File: src/rtl/dq_pkg.sv
// Package for the double-ended queue core.
// Holds operation and status codes and the structs passed between submodules.
// No dependencies.
package dq_pkg;

  localparam int unsigned FuncW   = 2;
  localparam int unsigned WordW   = 32;
  localparam int unsigned CountW  = 9;
  localparam int unsigned StatusW = 2;

  localparam logic [FuncW-1:0] FUNC_PUSH_FRONT = 2'd0;
  localparam logic [FuncW-1:0] FUNC_PUSH_BACK  = 2'd1;
  localparam logic [FuncW-1:0] FUNC_POP_FRONT  = 2'd2;
  localparam logic [FuncW-1:0] FUNC_POP_BACK   = 2'd3;

  localparam logic [StatusW-1:0] STATUS_DONE       = 2'd0;
  localparam logic [StatusW-1:0] STATUS_PUSH_FULL  = 2'd1;
  localparam logic [StatusW-1:0] STATUS_POP_EMPTY  = 2'd2;

  typedef struct packed {
    logic wr_en;
    logic rd_en;
  } dq_mem_ctl_t;

  typedef struct packed {
    logic               valid;
    logic               pop_ok;
    logic [CountW-1:0]  count;
    logic               empty;
    logic [StatusW-1:0] status;
  } dq_result_t;

endpackage

File: src/rtl/dq_ctrl.sv
// Index and count control of the double-ended queue. Turns each operation that
// is not rejected into one RAM access and registers the result flags for the next cycle.
// Depends on dq_pkg.
module dq_ctrl
  import dq_pkg::*;
#(
  parameter int unsigned Depth  = 256,
  parameter int unsigned AddrW  = $clog2(Depth),
  parameter int unsigned CntW   = $clog2(Depth + 1)
) (
  input  logic               clk_i,
  input  logic               rst_ni,
  input  logic               accept_i,
  input  logic [FuncW-1:0]   func_i,
  input  logic [WordW-1:0]   push_value_i,
  output dq_mem_ctl_t        mem_ctl_o,
  output logic [AddrW-1:0]   mem_addr_o,
  output logic [WordW-1:0]   mem_wdata_o,
  output dq_result_t         result_o
);

  localparam logic [AddrW-1:0] IdxLast = AddrW'(Depth - 1);
  localparam logic [CntW-1:0]  CntFull = CntW'(Depth);

  logic [AddrW-1:0] front_q, front_d;
  logic [AddrW-1:0] back_q, back_d;
  logic [CntW-1:0]  count_q, count_d;
  dq_result_t       result_q, result_d;

  logic [AddrW-1:0] front_prev, front_next, back_prev, back_next;
  logic             is_push, full, empty;

  assign front_prev = (front_q == '0) ? IdxLast : front_q - AddrW'(1);
  assign front_next = (front_q == IdxLast) ? '0 : front_q + AddrW'(1);
  assign back_prev  = (back_q == '0) ? IdxLast : back_q - AddrW'(1);
  assign back_next  = (back_q == IdxLast) ? '0 : back_q + AddrW'(1);

  assign is_push = (func_i == FUNC_PUSH_FRONT) || (func_i == FUNC_PUSH_BACK);
  assign full    = (count_q == CntFull);
  assign empty   = (count_q == '0);

  always_comb begin
    front_d          = front_q;
    back_d           = back_q;
    count_d          = count_q;
    mem_ctl_o        = '0;
    mem_addr_o       = front_q;
    result_d         = '0;
    result_d.valid   = accept_i;
    result_d.status  = STATUS_DONE;
    if (accept_i) begin
      if (is_push && full) begin
        result_d.status = STATUS_PUSH_FULL;
      end else if (!is_push && empty) begin
        result_d.status = STATUS_POP_EMPTY;
      end else begin
        case (func_i)
          FUNC_PUSH_FRONT: begin
            front_d         = front_prev;
            mem_addr_o      = front_prev;
            mem_ctl_o.wr_en = 1'b1;
            count_d         = count_q + CntW'(1);
          end
          FUNC_PUSH_BACK: begin
            back_d          = back_next;
            mem_addr_o      = back_next;
            mem_ctl_o.wr_en = 1'b1;
            count_d         = count_q + CntW'(1);
          end
          FUNC_POP_FRONT: begin
            mem_addr_o      = front_q;
            front_d         = front_next;
            mem_ctl_o.rd_en = 1'b1;
            count_d         = count_q - CntW'(1);
          end
          default: begin
            mem_addr_o      = back_q;
            back_d          = back_prev;
            mem_ctl_o.rd_en = 1'b1;
            count_d         = count_q - CntW'(1);
          end
        endcase
      end
    end
    result_d.pop_ok = mem_ctl_o.rd_en;
    result_d.count  = CountW'(count_d);
    result_d.empty  = (count_d == '0);
  end

  assign mem_wdata_o = push_value_i;

  always_ff @(posedge clk_i or negedge rst_ni) begin
    if (!rst_ni) begin
      front_q  <= '0;
      back_q   <= IdxLast;
      count_q  <= '0;
      result_q <= '0;
    end else begin
      front_q  <= front_d;
      back_q   <= back_d;
      count_q  <= count_d;
      result_q <= result_d;
    end
  end

  assign result_o = result_q;

endmodule

File: config.mk
export PLATFORM = sky130hd
export DESIGN_NAME = dq_ctrl
export DESIGN_NICKNAME = d
export VERILOG_FILES = /design/src/rtl/dq_pkg.sv /design/src/rtl/dq_ctrl.sv
export SDC_FILE = /design/constraint.sdc
export NUM_CORES = 1
export LEC_CHECK = 0
export BUFFER_PORTS_ARGS = -buffer_cell sky130_fd_sc_hd__buf_2
export CORE_ASPECT_RATIO = 0.7
export CORE_MARGIN = 2
export CORE_UTILIZATION = 50
export DETAILED_ROUTE_END_ITERATION = 16
export PLACE_DENSITY = 0.88
export SLEW_MARGIN = 20
export SYNTH_ARGS = -nofsm -noshare
export SYNTH_HDL_FRONTEND = slang
export SYNTH_SLANG_ARGS = --single-unit
File: constraint.sdc
create_clock -name clk_i -period 3.12 [get_ports clk_i]
set_clock_uncertainty 0.2 [all_clocks]
set_input_delay 0.624 -clock clk_i [delete_from_list [all_inputs] [get_ports clk_i]]
set_output_delay 0.624 -clock clk_i [all_outputs]
set_load 0.01 [all_outputs]
==> results of run 1 <==
## routing by layer
metal  routed length, um  GRT usage [%]  up-vias
met5                   0              0        -
met4                 114          8.877        0
met3                 590          5.204       17
met2                3250          36.70      140
met1                3198          30.57     1306
li1                    -              -     1297
## cell usage in the layout, fill, tap and decap left out, types with 8 or more instances in the layout
cell,n
a21oi_1,32
buf_2,28
buf_4,29
dfrtp_1,22
dfstp_2,8
inv_1,11
nand2_1,30
nor2_1,23
nor3_1,10
o21ai_0,34
o22ai_1,9
or3_1,8
xor2_1,9
## critical path, cell delays in order, from the launching register on
cell,delay (ns)
dfstp_2,0.59
and2_1,0.19
nand4_1,0.13
or3_1,0.36
a21oi_2,0.19
o22ai_1,0.11
o21ai_0,0.20
buf_2,0.17
## final cells by class
class                   instances  area (um2)
inverters                      11       41.29
well taps                      72       90.09
fillers                       470        2260
multi-input cells             264        1688
clock buffers                   6       82.58
clock inverters                 2       60.06
flip-flops and latches         30       760.7
repair buffers                 57       357.8
## metrics by stage
step | hold WS [ns] | power, uW | utilization [%]
after floorplan | 0.1284 | 1797 | -
after global placement | 0.3125 | 2130 | 53.51
after detailed placement | 0.3229 | 2191 | 53.51
after CTS | 0.1868 | 2712 | 56.49
after global routing | 0.2254 | 2965 | 57.69
final | 0.1702 | 2767 | 57.69
## kinds of logic after synthesis
logic type / Yosys count / share of synthesized area (%)
multiplexers: 9 / 3.324
AND/OR/NAND/NOR: 122 / 23.05
adder cells (fa/ha/maj): 7 / 3.103
flip-flops: 30 / 26.95
buffers and inverters: 76 / 14.94
XOR/XNOR: 16 / 4.965
AO/OA/AOI/OAI: 110 / 23.67
## registers in the layout (all words and copies together), names as in the netlist
signal,cells
back_q,8
result_o,14
front_q,8
## power breakdown
group | leakage, uW | internal (uW) | switching, uW
combinational | 0.000883 | 642 | 836
clock | 0.0000714 | 341 | 157
sequential | 0.000360 | 570 | 222
## worst min-delay path by stage
stage,startpoint,to,cells past startpoint
floorplan,rst_ni,front_q[0]$_DFFE_PN0P_,0
global placement,back_q[1]$_DFFE_PN1P_,back_q[1]$_DFFE_PN1P_,2
detailed placement,back_q[1]$_DFFE_PN1P_,back_q[1]$_DFFE_PN1P_,2
CTS,rst_ni,result_o[7]$_DFF_PN0_,1
global route,rst_ni,front_q[2]$_DFFE_PN0P_,1
finish,rst_ni,front_q[6]$_DFFE_PN0P_,1
## repair_timing
item | 4_1_cts | 5_1_grt
resized for setup | 5 | 6
pin swaps | 1 | 3
setup endpoints to repair | 5 | 8
buffers inserted | 0 | 5
==> qor.yml, run 1 <==
timing.rr.start: "result_o[8]$_DFF_PN0_"
dr.pass1.iters: 5
fmax_mhz: 328.0
tns_ns: 0
ff2ff_setup_slack_ns: 0.38
ant_nets: 0
crit_arrival_ns: 2.22
synth_nets: 414
synth_top_area_share_pct: 19.50
status: "complete, no violations"
nets: 413
core_um2: 5340
crit_type: "flop to output pin"
clock_latency_ns: 0.29
rows: 22
clk_pin_slew_ns: 0.07
hold_viol: 0
finalCritPeriodShare_pct: 97.70
num_antenna_cells: 0
vdd_ir_drop_max_uv: 452.8
drive_above_1_share_pct: 24.59
p_per_area_nw_per_um2: 898.3
grt_usage_pct: 23.05
pre_cts_ws_ns: 0.2076
vias_per_cell: 6.244
place_inst: 429
die_w_um: 93.81
ioPinCount: 93
maxCapViolations: 0
grt-ovfl-total: 0
grt_pass1_vias: 2396
cts_buffers: 5
grt_pass1_wl_um: 11340
wirelength_um: 7154
synthesis.area_um2: 2823
yosys_register_bits: 30
synthCells: 370
worst_slack_ns: 0.07161
synthArstFlopShare_pct: 100.0
yosysTopAreaCell: "dfrtp_1"
vias: 2760
synthFlopType: "dfrtp_1"
h-tree-depth: 2
grt_max_degree: 31
relSlewSlack_pct: 38.99
drv_slew: 0
startpoint: "back_q[0]$_DFFE_PN1P_"
cts_num_sinks: 30
cp-start-kind: "flop"
worstMarginPinSlew_ns: 0.9118
synth_edf_count: 0
rr_worst_depth: 6
post-synth-top-count-cell: "o21ai_0"
start_util_pct: 52.86
place_congestion: 0.9352
ys_top_cells_by_count: "34 x o21ai_0, 33 x a21oi_1, 33 x buf_4"
period_minus_slack_ns: 3.048
ys_types: 56
setup_violations: 0
crit_end: "mem_addr_o[7]"
cts_hold_buf: 0
yosys_warnings: 0
routedWlPerCell_um: 16.19
critPathMaxFanout: 7
antenna_found_initial: 0
syn_to_final_growth_pct: 9.131
cts_root_buffer: "clkbuf_8"
die_h_um: 66.87
fin_area_um2: 3080
die-area_um2: 6272
critPathCaptureType: "output pin"
fin_cells: 442
cp.required_ns: 2.30
rr_endpoint: "result_o[2]$_DFF_PN0_"
portBuffers: 28
placed_area_um2: 2858
cts_tree: "yes"
syn_area_per_cell_um2: 7.629
drt_iter0_markers: 241
drcViolationCount: 0
power.leakage_uw: 0.001314
hp-class: "input pin to async pin"
cts_buffer_depth: 2
synthTopCellsByArea: "dfrtp_1 20%, buf_4 8.8%, dfstp_2 7.4%"
seq_area_frac_synth_pct: 26.95
dp.final_hpwl_um: 4989
(Power assumes the default switching activity.)
==> run 2: changes to the inputs <==
==> constraint.sdc (replaced) <==
create_clock -name clk_i -period 3.12 [get_ports clk_i]
set_clock_uncertainty 0.2 [all_clocks]
set_input_delay 0.624 -clock clk_i [delete_from_list [all_inputs] [get_ports clk_i]]
set_output_delay 0.624 -clock clk_i [all_outputs]
set_load 0.02 [all_outputs]
==> run 2 against run 1 <==
Die area is the same. Sequential power is essentially flat. Maximum frequency grew 0.52%. Total power grew 4.0%. Final cell count is the same. Core utilization grew 0.52 points. Sequential share of layout area shrank 0.22 points. Largest power group unchanged.
==> qor.yml, run 2 (synthesis gave the netlist of run 1 again) <==
wirelength_um: 7410
fmax_mhz: 329.7
largest_register_ffs: 14
seq_power_share_pct: 27.5
grt_use_met3_pct: 5.430
worst_slack_ns: 0.08737
clk_pin_slew_ns: 0.07
clock_latency_ns: 0.28
setup_violations: 0
grt_usage_pct: 24.40
power_frac_clock_pct: 17.3
ioPinCount: 93
crit_arrival_ns: 2.21
die_w_um: 93.81
max_stage_delay_ns: 0.61
sw_frac_of_total_pct: 45.59
ant_nets: 0
dp.final_hpwl_um: 5074
hp-class: "input pin to async pin"
p_comb_share_pct: 55.2
worstMarginPinSlew_ns: 0.9532
drive_above_1_share_pct: 25.68
die-area_um2: 6272
worst-path-buf-inv: 1
cts_root_buffer: "clkbuf_8"
p_int_uw: 1565
num_antenna_cells: 0
cts_num_sinks: 30
most-common-layout-cells: "34 x o21ai_0, 31 x a21oi_1, 30 x nand2_1"
path_delay_family: "compound AO/OA/AOI/OAI gates"
grt_pass1_vias: 2497
fin_hold_ws_ns: 0.1796
place_inst: 429
critPathCaptureType: "output pin"
status: "complete, no violations"
syn_to_final_growth_pct: 10.11
core_um2: 5340
drcViolationCount: 0
cp.required_ns: 2.30
p_per_area_nw_per_um2: 925.7
slowest_stage: "or4_1"
power.leakage_uw: 0.001305
pre_cts_ws_ns: 0.1305
antenna_found_initial: 0
rsz0062_at_grt: "true"
drv_slew: 0
use_met1_pct: 33.73
p_switching_uw: 1312
post-route-util_pct: 58.20
cts_buffer_depth: 2
start_util_pct: 52.86
critPathMaxFanout: 11
crit_type: "flop to output pin"
critPathMostFrequentCell: "a21oi_1"
grt.busiest_layer: "met2"
final_common_cell: "o21ai_0"
relSlewSlack_pct: 36.22
cts_tree: "yes"
vdd_ir_drop_max_uv: 564.1
die_h_um: 66.87
rows: 22
grt_max_degree: 31
worstPathCellList: "or4_1 > o31a_2 > a21oi_1 > a21oi_1 > buf_2"
place_congestion: 0.9878
cp-start-kind: "flop"
finalCritPeriodShare_pct: 97.20
vias: 2803
nets: 413
tns_ns: 0
h-tree-depth: 2
cts_buffers: 5
grt-ovfl-total: 0
vias_per_cell: 6.342
fin_cells: 442
maxCapViolations: 0
ff2ff_setup_slack_ns: 0.25
gr-usage-met2_pct: 37.32
hold_viol: 0
routedWlPerCell_um: 16.76
rr_worst_depth: 7
crit_cells: 5
portBuffers: 28
period_minus_slack_ns: 3.033
grt_pass1_wl_um: 12050
dr.pass1.iters: 5
drt_iter0_markers: 256
run 2: cell counts in the layout (fill, tap and decap cells not counted):
No cell type changed its count.
run 2: layout make-up:
class / instances / area, um2
well taps: 72 / 90.09
multi-input cells: 264 / 1709
repair buffers: 57 / 364.1
fillers: 471 / 2232
clock buffers: 6 / 82.58
inverters: 11 / 41.29
flip-flops and latches: 30 / 760.7
clock inverters: 2 / 60.06
run 2: power by group through the flow:
| stage | clock network, uW | logic, uW | registers, uW |
|---|---|---|---|
| 4_1_cts | 505 | 1520 | 772 |
| 5_1_grt | 525 | 1750 | 818 |
| 6_report | 498 | 1590 | 791 |
| 3_5_place_dp | 0 | 1510 | 778 |
| 2_1_floorplan | 0 | 1140 | 749 |
| 3_3_place_gp | 0 | 1460 | 768 |
run 2: through the flow:
step	power (uW)	instance area [um2]
3_3_place_gp	2224	2861
6_report	2877	3108
5_1_grt	3092	3108
4_1_cts	2800	3010
3_5_place_dp	2286	2861
2_1_floorplan	1893	2849
run 2: metal layers:
| layer | routed length, um | part of all wire [%] | vias up |
|---|---|---|---|
| met5 | 0 | 0 | - |
| met1 | 3074 | 41 | 1316 |
| met3 | 714 | 9.6 | 25 |
| li1 | - | - | 1293 |
| met4 | 163 | 2.2 | 0 |
| met2 | 3457 | 47 | 169 |
run 2: path summary, 6_finish.rpt:
path                                        start                      to
max                         result_o[9]$_DFF_PN0_           mem_addr_o[2]
min                                        rst_ni  front_q[6]$_DFFE_PN0P_
max reg2reg                 result_o[9]$_DFF_PN0_   result_o[2]$_DFF_PN0_
min reg2reg                result_o[11]$_DFF_PN0_   result_o[1]$_DFF_PN0_
max in group asynchronous                  rst_ni   result_o[6]$_DFF_PN0_
min in group clk_i         result_o[11]$_DFF_PN0_   result_o[1]$_DFF_PN0_
run 2: repair_timing:
item | in CTS | in global routing
hold buffers | 0 | 0
endpoints found under the hold margin | 0 | 0
gates resized for setup | 2 | 15
setup endpoints to repair | 2 | 8
setup buffers | 0 | 5
pin swaps | 0 | 3
==> run 3: changes to the inputs <==
--- a/config.mk
+++ b/config.mk
@@ -8,9 +8,10 @@
 export BUFFER_PORTS_ARGS = -buffer_cell sky130_fd_sc_hd__buf_2
 export CORE_ASPECT_RATIO = 0.7
 export CORE_MARGIN = 2
-export CORE_UTILIZATION = 50
+export CORE_UTILIZATION = 45
 export DETAILED_ROUTE_END_ITERATION = 16
-export PLACE_DENSITY = 0.88
+export PLACE_DENSITY = 0.81
+export RECOVER_POWER = 50
 export SLEW_MARGIN = 20
 export SYNTH_ARGS = -nofsm -noshare
 export SYNTH_HDL_FRONTEND = slang
==> constraint.sdc (replaced) <==
create_clock -name clk_i -period 3.12 [get_ports clk_i]
set_clock_uncertainty 0.2 [all_clocks]
set_input_delay 0.156 -clock clk_i [delete_from_list [all_inputs] [get_ports clk_i]]
set_output_delay 0.156 -clock clk_i [all_outputs]
set_load 0.02 [all_outputs]
==> run 3 against run 2 <==
The run now ends with max-capacitance violations, max-slew violations left. Hold slack lost 0.068 ns. Maximum frequency grew 4.8%. Global-route usage shrank 4.8 points. Critical path depth grew 3. Setup slack gained 0.14 ns. Sequential share of layout area grew 1.7 points. Total power shrank 6.5%. Register-to-register slack lost 0.02 ns. Final area shrank 6.4%. Critical endpoint is now result_o[2]$_DFF_PN0_.
==> qor.yml, run 3 (synthesis gave the netlist of run 1 again) <==
drv_slew: 31
nets: 396
grt_max_degree: 33
cts_resized: 0
clk_pin_slew_ns: 0.07
syn_to_final_growth_pct: 3.059
worstMarginPinSlew_ns: 1.706
cts_tree: "yes"
vias: 2635
grt_usage_pct: 19.61
portBuffers: 28
seq_power_share_pct: 32.3
cts_buffers: 5
cts_root_buffer: "clkbuf_8"
drcViolationCount: 0
setup_violations: 0
num_antenna_cells: 0
clock_latency_ns: 0.29
vias_per_cell: 6.114
wirelength_um: 6719
grt-ovfl-total: 0
fillers: 581
drive_above_1_share_pct: 15.58
place_congestion: 0.8758
grt_pass1_wl_um: 11140
h-tree-depth: 2
critPathCaptureType: "flop"
top_layer_used: "met4"
fmax_mhz: 345.4
grt_pass1_vias: 2287
hp-class: "input pin to output pin"
cp.required_ns: 3.12
antenna_found_initial: 0
violations: "max-capacitance violations, max-slew violations"
most-common-layout-cells: "34 x o21ai_0, 33 x a21oi_1, 31 x nand2_1"
ff2ff_setup_slack_ns: 0.23
p_switching_uw: 1231
slowest_stage: "or3b_2"
die_h_um: 70.27
wl_met1_um: 3144
worstPathCellList: "xor2_1 > ha_1 > or3b_2 > o22ai_1 > nand2_1 > mux2_2 > or3_1 > nor4b_2"
timing.rr.start: "result_o[4]$_DFF_PN0_"
p_comb_share_pct: 49.1
multiInputGateArea_um2: 1640
final_common_cell: "o21ai_0"
power_frac_clock_pct: 18.6
ant_nets: 0
wl_met3_um: 628
maxCapViolations: 1
dp.final_hpwl_um: 4668
holdPathStages: 0
core_um2: 6156
tns_ns: 0
dr.pass1.iters: 5
die_w_um: 98.66
rows: 24
p_int_uw: 1458
crit_arrival_ns: 2.89
hold_viol: 0
start_util_pct: 45.85
max_stage_delay_ns: 0.50
whs_endpoint: "mem_wdata_o[0]"
finalCritPeriodShare_pct: 92.78
routedWlPerCell_um: 15.59
vdd_ir_drop_max_uv: 595.0
die-area_um2: 6932
hp-start: "push_value_i[0]"
place_inst: 421
cp-start-kind: "flop"
rr_endpoint: "result_o[2]$_DFF_PN0_"
drt_iter0_markers: 209
crit_type: "flop to flop"
ff_latch_area_um2: 760.7
largest_register_ffs: 14
rsz0062_at_grt: "false"
met2WireLength_um: 2848
cts_buffer_depth: 2
critPathMaxFanout: 10
post_cts_buffers: 0
cts_num_sinks: 30
status: "complete, but fails checks"
ioPinCount: 93
rr_worst_depth: 8
fin_cells: 431
p_per_area_nw_per_um2: 924.4
period_minus_slack_ns: 2.895
relSlewSlack_pct: -13.75
sw_frac_of_total_pct: 45.79
power.leakage_uw: 0.001184
==> run 3: final cells by class <==
| class | instances | share of cell area, % |
|---|---|---|
| clock buffers | 6 | 2.839 |
| clock inverters | 2 | 2.065 |
| inverters | 11 | 1.419 |
| multi-input cells | 264 | 56.39 |
| flip-flops and latches | 30 | 26.15 |
| well taps | 78 | 3.355 |
| repair buffers | 40 | 7.785 |
==> run 3: worst max path at each step <==
stage                          start                    end  slack (ns)  depth (start not counted)
6_report       result_o[4]$_DFF_PN0_  result_o[2]$_DFF_PN0_        0.23                          8
5_1_grt        back_q[0]$_DFFE_PN1P_          mem_addr_o[0]        0.06                          8
4_1_cts        result_o[4]$_DFF_PN0_  result_o[2]$_DFF_PN0_        0.24                          8
3_5_place_dp   result_o[4]$_DFF_PN0_  result_o[2]$_DFF_PN0_        0.27                          8
3_3_place_gp   result_o[4]$_DFF_PN0_  result_o[2]$_DFF_PN0_        0.35                          8
2_1_floorplan              func_i[1]  result_o[2]$_DFF_PN0_        0.07                         11
==> run 3: metrics by stage <==
stage | hold WS, ns | total power, uW | area, um2 | setup slack [ns] | util [%]
6_report | 0.1120 | 2689 | 2909 | 0.2251 | 47.26
5_1_grt | 0.1120 | 2901 | 2909 | 0.06071 | 47.26
4_1_cts | 0.1121 | 2681 | 2918 | 0.2438 | 47.40
3_5_place_dp | 0.05092 | 2166 | 2755 | 0.2687 | 44.76
3_3_place_gp | 0.03960 | 2121 | 2755 | 0.3456 | 44.76
2_1_floorplan | -0.3396 | 1881 | 2824 | 0.06784 | -
==> run 3: worst max-delay path: cells and delay by family, from the launching register on <==
family / cells / cell delay [ns]
AND/OR/NAND/NOR: 4 / 1.23
adder cells (fa/ha/maj): 1 / 0.24
flip-flops: 1 / 0.48
AO/OA/AOI/OAI: 1 / 0.15
multiplexers: 1 / 0.30
XOR/XNOR: 1 / 0.20
==> run 3: routing by layer <==
layer | GRT usage (%) | up-vias
li1 | - | 1259
met1 | 28.98 | 1232
met2 | 28.27 | 131
met3 | 5.405 | 13
met4 | 4.718 | 0
met5 | 0 | -
==> run 3: power groups by stage <==
stage / clock, uW / combinational [uW] / sequential [uW]
floorplan: 0 / 1130 / 748
global placement: 0 / 1270 / 848
detailed placement: 0 / 1300 / 865
CTS: 508 / 1310 / 859
global route: 530 / 1470 / 900
finish: 499 / 1320 / 869
==> run 3: repair_timing <==
| item | 4_1_cts | 5_1_grt |
|---|---|---|
| hold buffers | 2 | 0 |
| setup endpoints to repair | 0 | 0 |
| hold endpoints to repair | 23 | 0 |
